[src/rtl/core/pctd_pkg.sv]
`timescale 1ns / 1ps
`default_nettype none

package pctd_pkg;

  // Charset selection held in the configuration register
  localparam logic CHARSET_UTF8   = 1'b0;
  localparam logic CHARSET_LATIN1 = 1'b1;

  // Token queue between the escape decoder and the UTF-8 stage
  localparam int unsigned TOKQ_DEPTH = 4;
  localparam int unsigned TOKQ_AW    = $clog2(TOKQ_DEPTH);

  // One raw input request
  typedef struct packed {
    logic [7:0] data_byte;
    logic       byte_valid;
    logic       end_of_value;
  } in_item_t;

  // One UTF-8 output byte
  typedef struct packed {
    logic [7:0] out_byte;
    logic       out_last;
  } out_item_t;

  // One decoded byte, or an end-only marker when has_byte is low
  typedef struct packed {
    logic [7:0] tok_byte;
    logic       has_byte;
    logic       fin;
  } tok_t;

endpackage

`default_nettype wire

[src/rtl/core/pctd_front.sv]
`timescale 1ns / 1ps
`default_nettype none

module pctd_front (
  input  wire logic               clk,
  input  wire logic               rst_n,
  input  wire logic               in_valid,
  output logic                    in_stall,
  input  wire pctd_pkg::in_item_t in_data,
  output logic                    tok_valid,
  input  wire logic               tok_ready,
  output pctd_pkg::tok_t          tok_data
);

  localparam logic [7:0] CHAR_PCT = 8'h25;

  typedef enum logic [1:0] {
    PCT_IDLE,
    PCT_SEEN,
    PCT_HEX
  } pct_state_t;

  function automatic logic is_hex(input logic [7:0] c);
    return (c >= 8'h30 && c <= 8'h39) || (c >= 8'h61 && c <= 8'h66) ||
           (c >= 8'h41 && c <= 8'h46);
  endfunction

  // digits map straight from the low nibble, letters add nine
  function automatic logic [3:0] hex_val(input logic [7:0] c);
    return (c <= 8'h39) ? c[3:0] : 4'(c[3:0] + 4'd9);
  endfunction

  pct_state_t pct_st_r, st_nxt;
  logic [7:0] pct_hex_r, hex_nxt;
  logic [7:0] buf_r [0:2];
  logic [1:0] buf_n_r;
  logic [1:0] buf_idx_r;
  logic       buf_fin_r;
  logic       buf_busy_r;

  logic [7:0] dec_lst [0:2];
  logic [1:0] dec_n;
  logic       tail;
  logic       accept;
  logic       tok_take;
  logic       tok_last;

  // token presented from the buffer, one per cycle while tok_ready is high
  assign tok_last  = (buf_n_r == 2'd0) || (buf_idx_r == 2'(buf_n_r - 2'd1));
  assign tok_valid = buf_busy_r;
  assign tok_take  = tok_valid && tok_ready;
  assign tok_data.tok_byte = buf_r[buf_idx_r];
  assign tok_data.has_byte = (buf_n_r != 2'd0);
  assign tok_data.fin      = buf_fin_r && tok_last;

  assign in_stall = buf_busy_r && !(tok_take && tok_last);
  assign accept   = in_valid && !in_stall;

  // escape decode: list of up to three bytes released by this request
  always_comb begin
    dec_lst[0] = 8'h00;
    dec_lst[1] = 8'h00;
    dec_lst[2] = 8'h00;
    dec_n      = 2'd0;
    st_nxt     = pct_st_r;
    hex_nxt    = pct_hex_r;
    tail       = 1'b0;
    if (in_data.byte_valid) begin
      case (pct_st_r)
        PCT_SEEN: begin
          if (is_hex(in_data.data_byte)) begin
            hex_nxt = in_data.data_byte;
            st_nxt  = PCT_HEX;
          end else begin
            dec_lst[0] = CHAR_PCT;
            dec_n      = 2'd1;
            tail       = 1'b1;
          end
        end
        PCT_HEX: begin
          // the held digit is always hex, only the new one needs checking
          if (is_hex(in_data.data_byte)) begin
            dec_lst[0] = {hex_val(pct_hex_r), hex_val(in_data.data_byte)};
            dec_n      = 2'd1;
            st_nxt     = PCT_IDLE;
          end else begin
            dec_lst[0] = CHAR_PCT;
            dec_lst[1] = pct_hex_r;
            dec_n      = 2'd2;
            tail       = 1'b1;
          end
        end
        default: tail = 1'b1;
      endcase
      if (tail) begin
        if (in_data.data_byte == CHAR_PCT) begin
          st_nxt = PCT_SEEN;
        end else begin
          st_nxt         = PCT_IDLE;
          dec_lst[dec_n] = in_data.data_byte;
          dec_n          = dec_n + 2'd1;
        end
      end
    end
    // end of value: an open escape goes out literally
    if (in_data.end_of_value) begin
      if (st_nxt != PCT_IDLE) begin
        dec_lst[dec_n] = CHAR_PCT;
        dec_n          = dec_n + 2'd1;
      end
      if (st_nxt == PCT_HEX) begin
        dec_lst[dec_n] = hex_nxt;
        dec_n          = dec_n + 2'd1;
      end
      st_nxt = PCT_IDLE;
    end
  end

  // escape state and token buffer
  always_ff @(posedge clk) begin
    if (!rst_n) begin
      pct_st_r   <= PCT_IDLE;
      buf_busy_r <= 1'b0;
      buf_idx_r  <= 2'd0;
      buf_n_r    <= 2'd0;
      buf_fin_r  <= 1'b0;
    end else if (accept) begin
      pct_st_r  <= st_nxt;
      pct_hex_r <= hex_nxt;
      if (dec_n != 2'd0 || in_data.end_of_value) begin
        buf_busy_r <= 1'b1;
        buf_r      <= dec_lst;
        buf_n_r    <= dec_n;
        buf_fin_r  <= in_data.end_of_value;
        buf_idx_r  <= 2'd0;
      end else begin
        buf_busy_r <= 1'b0;
      end
    end else if (tok_take) begin
      if (tok_last) begin
        buf_busy_r <= 1'b0;
      end else begin
        buf_idx_r <= buf_idx_r + 2'd1;
      end
    end
  end

endmodule

`default_nettype wire

[src/rtl/core/pctd_fifo.sv]
`timescale 1ns / 1ps
`default_nettype none

module pctd_fifo (
  input  wire logic           clk,
  input  wire logic           rst_n,
  input  wire logic           push_valid,
  output logic                push_ready,
  input  wire pctd_pkg::tok_t push_data,
  output logic                pop_valid,
  input  wire logic           pop_ready,
  output pctd_pkg::tok_t      pop_data
);

  localparam int unsigned AW = pctd_pkg::TOKQ_AW;

  pctd_pkg::tok_t mem_r [0:pctd_pkg::TOKQ_DEPTH-1];
  logic [AW-1:0]  wr_ptr_r;
  logic [AW-1:0]  rd_ptr_r;
  logic [AW:0]    cnt_r;
  logic           push;
  logic           pop;

  assign push_ready = (cnt_r != (AW+1)'(pctd_pkg::TOKQ_DEPTH));
  assign pop_valid  = (cnt_r != '0);
  assign pop_data   = mem_r[rd_ptr_r];
  assign push       = push_valid && push_ready;
  assign pop        = pop_valid && pop_ready;

  // storage
  always_ff @(posedge clk) begin
    if (push) begin
      mem_r[wr_ptr_r] <= push_data;
    end
  end

  // pointers and fill count
  always_ff @(posedge clk) begin
    if (!rst_n) begin
      wr_ptr_r <= '0;
      rd_ptr_r <= '0;
      cnt_r    <= '0;
    end else begin
      if (push) wr_ptr_r <= wr_ptr_r + AW'(1);
      if (pop)  rd_ptr_r <= rd_ptr_r + AW'(1);
      if (push && !pop) begin
        cnt_r <= cnt_r + (AW+1)'(1);
      end else if (pop && !push) begin
        cnt_r <= cnt_r - (AW+1)'(1);
      end
    end
  end

endmodule

`default_nettype wire

[src/rtl/core/pctd_back.sv]
`timescale 1ns / 1ps
`default_nettype none

module pctd_back (
  input  wire logic           clk,
  input  wire logic           rst_n,
  input  wire logic           charset_mode,
  input  wire logic           tok_valid,
  output logic                tok_ready,
  input  wire pctd_pkg::tok_t tok_data,
  output logic                out_valid,
  input  wire logic           out_stall,
  output pctd_pkg::out_item_t out_data
);

  localparam logic [7:0] REPL_0 = 8'hEF;
  localparam logic [7:0] REPL_1 = 8'hBF;
  localparam logic [7:0] REPL_2 = 8'hBD;

  // window of held sequence bytes plus the incoming one
  logic [7:0] win_r [0:3];
  logic [2:0] win_n_r;
  logic       tok_busy_r;
  logic       tok_fin_r;

  // emission list and output register
  logic [7:0] em_r [0:3];
  logic [2:0] em_n_r;
  logic [1:0] em_idx_r;
  logic       em_last_r;
  logic       em_busy_r;
  logic       out_valid_r;
  pctd_pkg::out_item_t out_data_r;

  logic       out_can, em_push, em_final, dec_en, pop, latin_pop, eff_fin;
  logic [7:0] ew [0:3];
  logic [2:0] en;
  logic [7:0] b0;
  logic       is_ascii, lead_ok, cont_ok, incomplete;
  logic [1:0] need;
  logic       cf1, cf2, cf3;
  logic [20:0] cp;
  logic [7:0] cp_lst [0:3];
  logic [2:0] cp_n;

  logic       ld_em, ld_last;
  logic [7:0] ld_lst [0:3];
  logic [2:0] ld_n;
  logic [2:0] shift;
  logic [7:0] win_nxt [0:3];
  logic [2:0] win_n_nxt;
  logic       busy_nxt, fin_nxt;

  assign out_can  = !out_valid_r || !out_stall;
  assign em_push  = em_busy_r && out_can;
  assign em_final = ({1'b0, em_idx_r} == 3'(em_n_r - 3'd1));
  assign dec_en   = !em_busy_r || (em_push && em_final);
  assign tok_ready = dec_en && !tok_busy_r;
  assign pop       = tok_ready && tok_valid;
  assign latin_pop = pop && tok_data.has_byte && (charset_mode == pctd_pkg::CHARSET_LATIN1);
  assign eff_fin   = pop ? tok_data.fin : tok_fin_r;

  assign out_valid = out_valid_r;
  assign out_data  = out_data_r;

  // append the new byte to the window in UTF-8 mode
  always_comb begin
    ew = win_r;
    en = win_n_r;
    if (pop && tok_data.has_byte && (charset_mode == pctd_pkg::CHARSET_UTF8)) begin
      ew[win_n_r[1:0]] = tok_data.tok_byte;
      en               = win_n_r + 3'd1;
    end
  end

  // classify the lead byte and its continuation candidates
  assign b0       = ew[0];
  assign is_ascii = !b0[7];
  assign cf1      = (ew[1][7:6] == 2'b10);
  assign cf2      = (ew[2][7:6] == 2'b10);
  assign cf3      = (ew[3][7:6] == 2'b10);

  always_comb begin
    if (b0[7:5] == 3'b110) begin
      need = 2'd1; lead_ok = 1'b1;
    end else if (b0[7:4] == 4'b1110) begin
      need = 2'd2; lead_ok = 1'b1;
    end else if (b0[7:3] == 5'b11110) begin
      need = 2'd3; lead_ok = 1'b1;
    end else begin
      need = 2'd0; lead_ok = 1'b0;
    end
  end

  assign incomplete = lead_ok && ({1'b0, need} >= en);

  // code point assembly and shortest-form encoding
  always_comb begin
    case (need)
      2'd1: begin
        cont_ok = cf1;
        cp      = {10'd0, b0[4:0], ew[1][5:0]};
      end
      2'd2: begin
        cont_ok = cf1 && cf2;
        cp      = {5'd0, b0[3:0], ew[1][5:0], ew[2][5:0]};
      end
      2'd3: begin
        cont_ok = cf1 && cf2 && cf3;
        cp      = {b0[2:0], ew[1][5:0], ew[2][5:0], ew[3][5:0]};
      end
      default: begin
        cont_ok = 1'b0;
        cp      = 21'd0;
      end
    endcase
  end

  always_comb begin
    cp_lst[0] = 8'h00;
    cp_lst[1] = 8'h00;
    cp_lst[2] = 8'h00;
    cp_lst[3] = 8'h00;
    if (cp[20:7] == 14'd0) begin
      cp_lst[0] = {1'b0, cp[6:0]};
      cp_n      = 3'd1;
    end else if (cp[20:11] == 10'd0) begin
      cp_lst[0] = {3'b110, cp[10:6]};
      cp_lst[1] = {2'b10, cp[5:0]};
      cp_n      = 3'd2;
    end else if (cp[20:16] == 5'd0) begin
      cp_lst[0] = {4'b1110, cp[15:12]};
      cp_lst[1] = {2'b10, cp[11:6]};
      cp_lst[2] = {2'b10, cp[5:0]};
      cp_n      = 3'd3;
    end else begin
      cp_lst[0] = {5'b11110, cp[20:18]};
      cp_lst[1] = {2'b10, cp[17:12]};
      cp_lst[2] = {2'b10, cp[11:6]};
      cp_lst[3] = {2'b10, cp[5:0]};
      cp_n      = 3'd4;
    end
  end

  // one decision per free emission slot
  always_comb begin
    ld_em     = 1'b0;
    ld_last   = 1'b0;
    ld_lst[0] = 8'h00;
    ld_lst[1] = 8'h00;
    ld_lst[2] = 8'h00;
    ld_lst[3] = 8'h00;
    ld_n      = 3'd0;
    shift     = 3'd0;
    win_nxt   = win_r;
    win_n_nxt = win_n_r;
    busy_nxt  = tok_busy_r;
    fin_nxt   = tok_fin_r;
    if (dec_en && (tok_busy_r || pop)) begin
      if (latin_pop) begin
        ld_em = 1'b1;
        if (tok_data.tok_byte[7]) begin
          ld_lst[0] = {6'b110000, tok_data.tok_byte[7:6]};
          ld_lst[1] = {2'b10, tok_data.tok_byte[5:0]};
          ld_n      = 3'd2;
        end else begin
          ld_lst[0] = tok_data.tok_byte;
          ld_n      = 3'd1;
        end
        // bytes held from UTF-8 mode still need their flush
        if (tok_data.fin && win_n_r != 3'd0) begin
          busy_nxt = 1'b1;
          fin_nxt  = 1'b1;
        end else begin
          busy_nxt = 1'b0;
          ld_last  = tok_data.fin;
        end
      end else begin
        busy_nxt = 1'b0;
        if (en != 3'd0) begin
          if (is_ascii) begin
            ld_lst[0] = b0;
            ld_n      = 3'd1;
            shift     = 3'd1;
          end else if (!lead_ok || (!incomplete && !cont_ok)) begin
            ld_lst[0] = REPL_0;
            ld_lst[1] = REPL_1;
            ld_lst[2] = REPL_2;
            ld_n      = 3'd3;
            shift     = 3'd1;
          end else if (incomplete) begin
            if (eff_fin) begin
              // truncated sequence: one replacement, held bytes dropped
              ld_em     = 1'b1;
              ld_last   = 1'b1;
              ld_lst[0] = REPL_0;
              ld_lst[1] = REPL_1;
              ld_lst[2] = REPL_2;
              ld_n      = 3'd3;
              win_n_nxt = 3'd0;
            end else begin
              win_nxt   = ew;
              win_n_nxt = en;
            end
          end else begin
            ld_lst = cp_lst;
            ld_n   = cp_n;
            shift  = {1'b0, need} + 3'd1;
          end
          if (shift != 3'd0) begin
            ld_em     = 1'b1;
            win_n_nxt = en - shift;
            case (shift)
              3'd1: win_nxt = '{ew[1], ew[2], ew[3], 8'h00};
              3'd2: win_nxt = '{ew[2], ew[3], 8'h00, 8'h00};
              3'd3: win_nxt = '{ew[3], 8'h00, 8'h00, 8'h00};
              default: win_nxt = '{8'h00, 8'h00, 8'h00, 8'h00};
            endcase
            if (en == shift) begin
              ld_last = eff_fin;
            end else begin
              busy_nxt = 1'b1;
              fin_nxt  = eff_fin;
            end
          end
        end
      end
    end
  end

  // window, emission list and output register
  always_ff @(posedge clk) begin
    if (!rst_n) begin
      win_n_r     <= 3'd0;
      tok_busy_r  <= 1'b0;
      tok_fin_r   <= 1'b0;
      em_busy_r   <= 1'b0;
      em_n_r      <= 3'd0;
      em_idx_r    <= 2'd0;
      em_last_r   <= 1'b0;
      out_valid_r <= 1'b0;
    end else begin
      win_r      <= win_nxt;
      win_n_r    <= win_n_nxt;
      tok_busy_r <= busy_nxt;
      tok_fin_r  <= fin_nxt;
      if (ld_em) begin
        em_r      <= ld_lst;
        em_n_r    <= ld_n;
        em_idx_r  <= 2'd0;
        em_last_r <= ld_last;
        em_busy_r <= 1'b1;
      end else if (em_push) begin
        if (em_final) begin
          em_busy_r <= 1'b0;
        end else begin
          em_idx_r <= em_idx_r + 2'd1;
        end
      end
      if (em_push) begin
        out_valid_r         <= 1'b1;
        out_data_r.out_byte <= em_r[em_idx_r];
        out_data_r.out_last <= em_last_r && em_final;
      end else if (!out_stall) begin
        out_valid_r <= 1'b0;
      end
    end
  end

endmodule

`default_nettype wire

[src/rtl/core/percent_decode_charset_to_utf8.sv]
`timescale 1ns / 1ps
`default_nettype none

// Channel  Direction  Handshake        Payload
// in_      input      in_valid/stall   pctd_pkg::in_item_t  (one raw byte / end mark)
// out_     output     out_valid/stall  pctd_pkg::out_item_t (one UTF-8 byte, last flag)
// cfg_     input      cfg_valid/ready  charset_mode (1 bit), ready always high
//
// The escape decoder takes one request per cycle while in_stall is low and
// releases 0 to 3 decoded bytes, one per cycle as the queue takes them, into
// a four-entry token queue; it stalls the next request until the last of them
// is taken. The UTF-8 stage writes one output byte per cycle while out_stall
// is low, up to 18 per request; a token that leaves a partial sequence held gives no output.
// Synchronous reset clears all control state.
// Either side may stall without stopping the other until the queue fills.

module percent_decode_charset_to_utf8 (
  input  wire logic                clk,
  input  wire logic                rst_n,
  input  wire logic                in_valid,
  output logic                     in_stall,
  input  wire pctd_pkg::in_item_t  in_data,
  output logic                     out_valid,
  input  wire logic                out_stall,
  output pctd_pkg::out_item_t      out_data,
  input  wire logic                cfg_valid,
  output logic                     cfg_ready,
  input  wire logic                cfg_data
);

  logic           charset_mode_r;
  logic           fq_valid, fq_ready;
  pctd_pkg::tok_t fq_data;
  logic           qb_valid, qb_ready;
  pctd_pkg::tok_t qb_data;

  // configuration register
  assign cfg_ready = 1'b1;

  always_ff @(posedge clk) begin
    if (!rst_n) begin
      charset_mode_r <= pctd_pkg::CHARSET_UTF8;
    end else if (cfg_valid && cfg_ready) begin
      charset_mode_r <= cfg_data;
    end
  end

  // escape decoder
  pctd_front u_front (
    .clk       (clk),
    .rst_n     (rst_n),
    .in_valid  (in_valid),
    .in_stall  (in_stall),
    .in_data   (in_data),
    .tok_valid (fq_valid),
    .tok_ready (fq_ready),
    .tok_data  (fq_data)
  );

  // decoupling queue
  pctd_fifo u_fifo (
    .clk        (clk),
    .rst_n      (rst_n),
    .push_valid (fq_valid),
    .push_ready (fq_ready),
    .push_data  (fq_data),
    .pop_valid  (qb_valid),
    .pop_ready  (qb_ready),
    .pop_data   (qb_data)
  );

  // UTF-8 repair / Latin-1 conversion
  pctd_back u_back (
    .clk          (clk),
    .rst_n        (rst_n),
    .charset_mode (charset_mode_r),
    .tok_valid    (qb_valid),
    .tok_ready    (qb_ready),
    .tok_data     (qb_data),
    .out_valid    (out_valid),
    .out_stall    (out_stall),
    .out_data     (out_data)
  );

endmodule

`default_nettype wire

[config.mk]
export PLATFORM = sky130hd
export DESIGN_NAME = percent_decode_charset_to_utf8
export DESIGN_NICKNAME = d
export VERILOG_FILES = /design/src/rtl/core/pctd_pkg.sv /design/src/rtl/core/pctd_front.sv /design/src/rtl/core/pctd_fifo.sv /design/src/rtl/core/pctd_back.sv /design/src/rtl/core/percent_decode_charset_to_utf8.sv
export SDC_FILE = /design/constraint.sdc
export NUM_CORES = 1
export LEC_CHECK = 0
export BUFFER_PORTS_ARGS = -buffer_cell sky130_fd_sc_hd__buf_2
export CAP_MARGIN = 10
export CORE_ASPECT_RATIO = 0.75
export CORE_MARGIN = 5
export CORE_UTILIZATION = 30
export DETAILED_ROUTE_END_ITERATION = 8
export HOLD_SLACK_MARGIN = 0.06
export PLACE_DENSITY = 0.55
export REMOVE_ABC_BUFFERS = 1
export SYNTH_ARGS = -nofsm -noshare
export SYNTH_HDL_FRONTEND = slang
export SYNTH_SLANG_ARGS = --single-unit
[constraint.sdc]
create_clock -name clk -period 7.5 [get_ports clk]
set_clock_uncertainty 0.1 [all_clocks]
set_input_delay 0.375 -clock clk [delete_from_list [all_inputs] [get_ports clk]]
set_output_delay 0.375 -clock clk [all_outputs]
set_load 0.1 [all_outputs]
# Word-level counts from Yosys, hierarchy flattened
# Memory sizes are Yosys's and may differ from the RTL's. A register that Yosys moved wholly into a read port is not among the register bits.
# Cells that the tools add are included.
dict set report totals {
  ram_bits 40
  n_memories 1
  out_inout_bits 12
  register_bits 134
  wordCells 352
  input_bits 16
}
# memory depth word_bits read_ports rd_ports_with_merged_regs write_ports line
set memory_table {}
lappend memory_table {u_fifo.mem_r 4 10 1 1 1 pctd_fifo.sv:17} ;# pctd_pkg::tok_t mem_r [0:pctd_pkg::TOKQ_DEPTH-1];
dict set report op_classes {
  reduce_logical 85
  order_cmp 18
  n_bitwise 16
  n_eq_ne 27
  n_mux 156
  addsub 16
}
# operator n
set op_table {}
lappend op_table {{$mux W24} 12}
lappend op_table {{$mux W32} 7}
lappend op_table {{$mux W8} 23}
lappend op_table {{$pmux W32 S3} 1}
lappend op_table {{$mux W3} 23}
lappend op_table {{$demux W8 S2} 4}
lappend op_table {{$pmux W21 S3} 1}
lappend op_table {{$mux W2} 25}
lappend op_table {{$bwmux W24} 2}
lappend op_table {{$mux W16} 3}
lappend op_table {{$mux W1} 44}
lappend op_table {{$bmux W8 S2} 2}
lappend op_table {{$bwmux W32} 1}
lappend op_table {{$logic_and A1 B1 Y1} 28}
lappend op_table {{$reduce_bool A2 Y1} 12}
lappend op_table {{$mux W21} 1}
lappend op_table {{$ge A3 B3 Y1 const B} 6}
lappend op_table {{$not A2 Y3} 6}
lappend op_table {{$ge A8 B7 Y1 const B} 2}
lappend op_table {{$le A8 B6 Y1 const B} 2}
lappend op_table {{$le A8 B7 Y1 const B} 2}
lappend op_table {{$pmux W8 S2} 1}
lappend op_table {{$and A15 B15 Y15} 1}
lappend op_table {{$not A15 Y15} 1}
lappend op_table {{47 further kinds} 108}

# Depth between registers and ports, before layout
dict set report logic_depth {
  ltp_word 31
  ltp_mapped 25
  depth_no_buf 21
}

# Cells and area by module
# A second synthesis with hierarchy kept.
dict set report unflattened {
  cells_unflattened 1096
  hier_area_um2 11135.7
}
# module area_per_inst_um2 instances seq_area_each_um2 cells_each
set modules_own_cells {}
lappend modules_own_cells {pctd_back 5947.0 1 2332.2 636}
lappend modules_own_cells {pctd_front 3195.6 1 1121.1 355}
lappend modules_own_cells {pctd_fifo 1945.6 1 1381.3 100}
lappend modules_own_cells {percent_decode_charset_to_utf8 47.5 1 20.0 5}

# Worst setup path after synthesis
# Ideal clock, no wire load.
dict set report synth_timing {
  kind {reg-to-reg}
  start {reg u_back.out_valid_r, in the netlist u_back.out_valid}
  end {reg u_back.win_r[0] in the netlist's numbering, enable pin}
  synth_period_minus_slack_ns 6.357
  arrival_ns 5.787
  setup_time_ns 0.470
  required_time_ns 6.930
  n_path_buf 2
  stages_incl_launch_ff 14
  slack_ns 1.143
  cell_sequence {dfxtp_1 -> and2_1 -> o41a_1 -> buf_2 -> nor2_2 -> mux2i_1 -> a21boi_0 -> ha_1 -> a21oi_1 -> inv_1 -> o2111ai_1 -> a31oi_1 -> clkbuf_1 -> a211oi_1}
}
dict set report synth_between {
  elab_chain_cells 27
  word_cells_on_any_way 55
  classes_between {add/sub (1); order compare (1); eq/ne (11); mux (16); bitwise (1); reduce/logical (25)}
}
# element line
set synth_rtl {}
lappend synth_rtl {{start, declared} pctd_back.sv:32} ;# logic out_valid_r;
lappend synth_rtl {{start signal, assigned} pctd_back.sv:241} ;# out_valid_r <= 1'b0;
lappend synth_rtl {{start signal, assigned} pctd_back.sv:261} ;# out_valid_r <= 1'b1;
lappend synth_rtl {{start signal, assigned} pctd_back.sv:265} ;# out_valid_r <= 1'b0;
lappend synth_rtl {{$logic_not A1 Y1 (*)} pctd_back.sv:54} ;# assign out_can = !out_valid_r || !out_stall;
lappend synth_rtl {{$logic_or A1 B1 Y1 (*)} pctd_back.sv:54}
lappend synth_rtl {{$logic_and A1 B1 Y1 (*)} pctd_back.sv:55} ;# assign em_push = em_busy_r && out_can;
lappend synth_rtl {{$logic_and A1 B1 Y1 (*)} pctd_back.sv:57} ;# assign dec_en = !em_busy_r || (em_push && em_final);
lappend synth_rtl {{$logic_or A1 B1 Y1 (*)} pctd_back.sv:57}
lappend synth_rtl {{$logic_and A1 B1 Y1} pctd_back.sv:58} ;# assign tok_ready = dec_en && !tok_busy_r;
lappend synth_rtl {{$logic_and A1 B1 Y1} pctd_back.sv:59} ;# assign pop = tok_ready && tok_valid;
lappend synth_rtl {{$logic_and A1 B1 Y1} {pctd_back.sv:60, pctd_back.sv:70}}
lappend synth_rtl {{(+11 left out)} n/a}
lappend synth_rtl {{$mux W3} pctd_back.sv:185} ;# end else if (!lead_ok || (!incomplete && !cont_ok)) begin
lappend synth_rtl {{$mux W3} pctd_back.sv:181} ;# if (is_ascii) begin
lappend synth_rtl {{$mux W3} pctd_back.sv:180} ;# if (en != 3'd0) begin
lappend synth_rtl {{$mux W3} pctd_back.sv:160} ;# if (latin_pop) begin
lappend synth_rtl {{$mux W3} pctd_back.sv:159} ;# if (dec_en && (tok_busy_r || pop)) begin
lappend synth_rtl {{$reduce_bool A3 Y1} pctd_back.sv:210} ;# if (shift != 3'd0) begin
lappend synth_rtl {{$ne A2 B2 Y1 (no source line) or $reduce_bool A2 Y1 (tied branches)} n/a}
lappend synth_rtl {{$reduce_and A8 Y1 (no source line) (*)} n/a}
lappend synth_rtl {{end signal, assigned} pctd_back.sv:243} ;# win_r <= win_nxt;
lappend synth_rtl {{end, declared} pctd_back.sv:21} ;# logic [7:0] win_r [0:3];
# Every way passes the cells marked *; elsewhere a longest branch is shown, timed or not. The select of a mux whose other input is x is not followed.
# A chain may end at the register's enable or synchronous reset.

# Worst setup path in the final report
dict set report layout_timing {
  start {reg u_back.em_idx_r[0]}
  end {reg u_back.tok_busy_r}
}
dict set report layout_between {
  elab_chain_cells 27
  word_cells_on_any_way 51
  classes_between {add/sub (1); order compare (1); eq/ne (11); mux (19); reduce/logical (19)}
}
# element line
set layout_rtl {}
lappend layout_rtl {{start, declared} pctd_back.sv:29} ;# logic [1:0] em_idx_r;
lappend layout_rtl {{start signal, assigned} pctd_back.sv:257} ;# em_idx_r <= em_idx_r + 2'd1;
lappend layout_rtl {{$eq A2 B3 Y1 (*)} pctd_back.sv:56} ;# assign em_final = ({1'b0, em_idx_r} == 3'(em_n_r - 3'd1));
lappend layout_rtl {{$logic_and A1 B1 Y1 (*)} pctd_back.sv:57}
lappend layout_rtl {{$logic_or A1 B1 Y1 (*)} pctd_back.sv:57}
lappend layout_rtl {{$logic_and A1 B1 Y1} pctd_back.sv:58}
lappend layout_rtl {{$logic_and A1 B1 Y1} pctd_back.sv:59}
lappend layout_rtl {{$logic_and A1 B1 Y1} {pctd_back.sv:60, pctd_back.sv:70}}
lappend layout_rtl {{$logic_and A1 B1 Y1} pctd_back.sv:70} ;# if (pop && tok_data.has_byte && (charset_mode == pctd_pkg::CHARSET_UTF8)) begin
lappend layout_rtl {{$mux W32} pctd_back.sv:70}
lappend layout_rtl {{(+11 left out)} n/a}
lappend layout_rtl {{$mux W3} pctd_back.sv:180}
lappend layout_rtl {{$mux W3} pctd_back.sv:160}
lappend layout_rtl {{$mux W3} pctd_back.sv:159}
lappend layout_rtl {{$eq A3 B3 Y1} pctd_back.sv:219} ;# if (en == shift) begin
lappend layout_rtl {{$mux W1} pctd_back.sv:219}
lappend layout_rtl {{$mux W1} pctd_back.sv:210}
lappend layout_rtl {{$mux W1} pctd_back.sv:180}
lappend layout_rtl {{$mux W1} pctd_back.sv:160}
lappend layout_rtl {{end signal, assigned} pctd_back.sv:245} ;# tok_busy_r <= busy_nxt;
lappend layout_rtl {{end, declared} pctd_back.sv:23} ;# logic tok_busy_r;
# Marked as above.

==> impl_results.md <==
- Row cnt: 59
- Fin crit period: around 5.7 ns
- Vias/cell: about 5.6
- Cell area after layout: roughly 12000 um2
- TritonCTS Sinks: around 170
- I/O pins: 28
- Filler Cell Count: between 3k and 4k
- Post-Synth Simple-Gate Area: about 17%
- Type of origin of the critical path: flop
- DIE AREA: between 30000 and 40000 um2
- Gr ovfl total: 0
- Largest net degree at the start of global routing: 34
- Area leader, netlist: edfxtp_1
- FFs w/ async S/R, synth: 0%
- Slew Viols, Final: 0
- Number of synthesis warnings: 0
- Largest family of logic cells by synthesized area: compound AO/OA/AOI/OAI gates
- WP data arrival: between 5 and 6 ns
- Post-synthesis xor/xnor area fraction: between 1.5 and 2%
- IO buf count: 26
- Max Fanout on Critical Path: 28
- CP required: slightly below 8 ns
- Wire per inst: about 20 um
- Antenna cell count: 0
- Non-Filler Instances: approximately 1.5k
- Global-route usage over all layers: 15.5%
- Setup TNS: 0 ns
- Crit share post-route: between 70% and 80%
- Crit Path Class: flop to flop
- Top sig layer: met4
- Crit end category: flop
- Final net count: between 1k and 1.5k
- Initial core utilization: slightly above 30%
- Mapped cell area: approximately 11000 um2
- Met1 WL: 15.1 mm
- Total CTS buffers: 17
- Unrepaired setup endpoints after global routing: false
- Post-synth EDFFs: 141
- Synth Area in Adders: ~4.3%
- Initial antenna violation count: 0
- Number of global-route vias before repair: 8093
- Met3 routed WL: 2.80 mm
- Relative slew margins: 22.8%
- Share of the synthesized area in the top cell type: about 40%
- Most frequent cell after synthesis: edfxtp_1
- Primary FF master, synth: edfxtp_1
- Worst slew pin tran: between 1 and 1.5 ns
- Multi-input gate area: 5380 um2
- Static Leakage: 0.00416 uW
- Placed Cells incl. Taps: around 1.5k
- Setup bufs post-CTS: 0
- Layout cells sized above 1: a little under an eighth
- Synth top cells by count: edfxtp_1 (141), nand2_1 (122), nor2_1 (85)
- Iteration-0 DRC Markers: around 930
- Drt pass-1 iters: 6
- Library cells used by synthesis: 96
- Worst hold-check path type: input port to flop
- Root buffer cell: clkbuf_16
- Clock latency on the worst-skew pair: 0.44 ns
- Sequential element share of the synthesized area: a little under half
- Clock Tree Buf Depth: 2
- RePlAce Congestion: slightly above 0.9
- Htree depth: 4
- Core outline area: 34800 um2
- Post-DP HPWL: roughly 23 mm
- Pwr Density: ~370 nW/um2
- DR vias: 8619
- Placement Cell Area: 11200 um2
- FF+latch area: just under 5000 um2
- Post-route ant nets: 0
- Mean Syn Cell Area: about 10 um2
- Top cells by area, synth: edfxtp_1 (40%), dfxtp_1 (5.8%), mux2i_1 (4.3%), nand2_1 (4.3%), ha_1 (3.9%)
- Die Ht: between 150 and 200 um
- CTS tree: built
- Flops & latches, synth: between 150 and 200
- Complex-gate fraction of the synthesized area: 19.0%
- Worst vdd ir: ~0.19 mV
- Run status: finished, final reports clean
- Die W: ~230 um
- Hold Vio Cnt, Final: 0
- Routed wl met2: between 10 and 15 mm
- Clock transition at path regs: approximately 0.080 ns
- Mapped Cells: 1064
- DRC: 0
- Final setup viols: 0
- DRT Wirelength: a little over 30 mm
- F_max: 0.174 GHz
- Area growth from synthesis to layout: 11.5%
- Post-synthesis mux area share: between 8 and 9%
- Total of max-cap violations: 0
- First-pass GRT wire length: 47.9 mm
-- metal layers --
metal / vias to the layer above / global-route usage [%]
met4: 0 / 3.04
met1: 4212 / 24.2
met2: 353 / 21.2
met5: - / 0
li1: 4029 / -
met3: 25 / 4.17
-- sequential cells by signal (all words and copies together), names as in the netlist, 2 cells and up, named ones only --
signal             cells
u_back.win_n_r         3
u_front.pct_st_r       2
u_front.buf_r         24
u_back.em_idx_r        2
u_back.em_n_r          3
u_fifo.mem_r          40
u_back.win_r          32
u_front.pct_hex_r      8
u_fifo.wr_ptr_r        2
u_back.em_r           28
u_front.buf_idx_r      2
u_fifo.rd_ptr_r        2
u_front.buf_n_r        2
u_back.out_data        9
u_fifo.cnt_r           3
-- cells by family after synthesis --
group           count (synthesis)
simple gates                  366
mux                            68
fa+ha+maj                      35
flops                         172
compound gates                298
buf+inv                       102
other cells                     1
xor+xnor                       22
-- cell type report --
cell class	count	area share (%)
well taps	457	4.82
flip-flops and latches	172	41.0
inverters	50	1.58
clock inverters	13	1.47
multi-input cells	790	45.4
repair buffers	43	2.20
clock buffers	18	3.62
-- stage by stage --
stage               setup WS [ns]  util, %  power, uW  hold WS (ns)
floorplan                   0.317        -       2750         0.344
global placement             1.98     32.3       3390         0.361
detailed placement           1.79     32.3       3400         0.358
CTS                          1.78     34.0       4340        0.0743
global route                 1.30     34.0       4590        0.0993
finish                       1.76     34.0       4370        0.0931
-- worst max-delay path: stages (launching register included) --
cell      delay [ns]
dfxtp_1         0.78
xnor2_1         0.25
o41a_1          0.44
buf_4           0.24
nor2_2          0.36
mux2i_1         0.61
a21boi_0        0.27
ha_1            0.26
a21oi_1         0.17
nor2_1          0.15
or2_1           0.33
a21oi_2         0.12
buf_4           0.23
inv_1           0.09
ha_1            0.30
nand2_1         0.07
or4_1           0.41
o311ai_1        0.16
o211a_1         0.19
nor3_1          0.05
-- placed cells by master, fill, tap and decap left out, types with 5 or more instances in the layout --
cell type  Yosys  layout
nor3_1        21      21
nand2_1      122     122
a221o_1        5       5
mux2i_1       46      46
clkbuf_16      0      17
xnor2_1       11      11
o21ai_1       14      14
buf_4          2      16
nand4_1        5       5
nand3_1       33      33
buf_2         13      26
inv_1         49      49
mux4_2        15      15
or2_2          5       5
and3_1        13      13
a21oi_1       66      66
o31ai_1        8       8
a22oi_1        8       8
ha_1          33      33
a221oi_1       5       5
or3_1         10      10
dfxtp_1       31      31
edfxtp_1     141     141
o221ai_1       7       7
o21ai_0       52      52
a21o_1         5       5
o22a_1         8       8
a211oi_1      11      10
nor2b_1        5       5
o211ai_1       8       8
and2_1        22      22
a31oi_1        7       7
o22ai_1       30      30
xor2_1        11      11
o21a_1         6       6
nand2b_1      11      11
nor2_1        85      84
-- repair_timing --
item | 4_1_cts | 5_1_grt
hold buffers | 1 | 0
resized for setup | 0 | 0
hold endpoints to repair | 1 | 0
-- worst paths after layout --
check	to	from	depth (start not counted)	slack (ns)
setup / recovery	u_back.tok_busy_r$_SDFFE_PN0P_	u_back.em_idx_r[0]$_SDFFE_PP0P_	19	1.76
hold / removal	charset_mode_r$_SDFFE_PN0P_	cfg_valid	3	0.09
setup reg to reg	u_back.tok_busy_r$_SDFFE_PN0P_	u_back.em_idx_r[0]$_SDFFE_PP0P_	19	1.76
hold reg to reg	u_front.buf_fin_r$_SDFFE_PN0P_	u_front.buf_fin_r$_SDFFE_PN0P_	2	0.37
-- where the power goes --
part | internal, uW | switching (uW) | leakage (uW)
registers | 1280 | 116 | 0.00157
clock network | 507 | 421 | 0.000296
logic | 662 | 1390 | 0.00230
No activity file was read; power rests on OpenSTA's default activity.
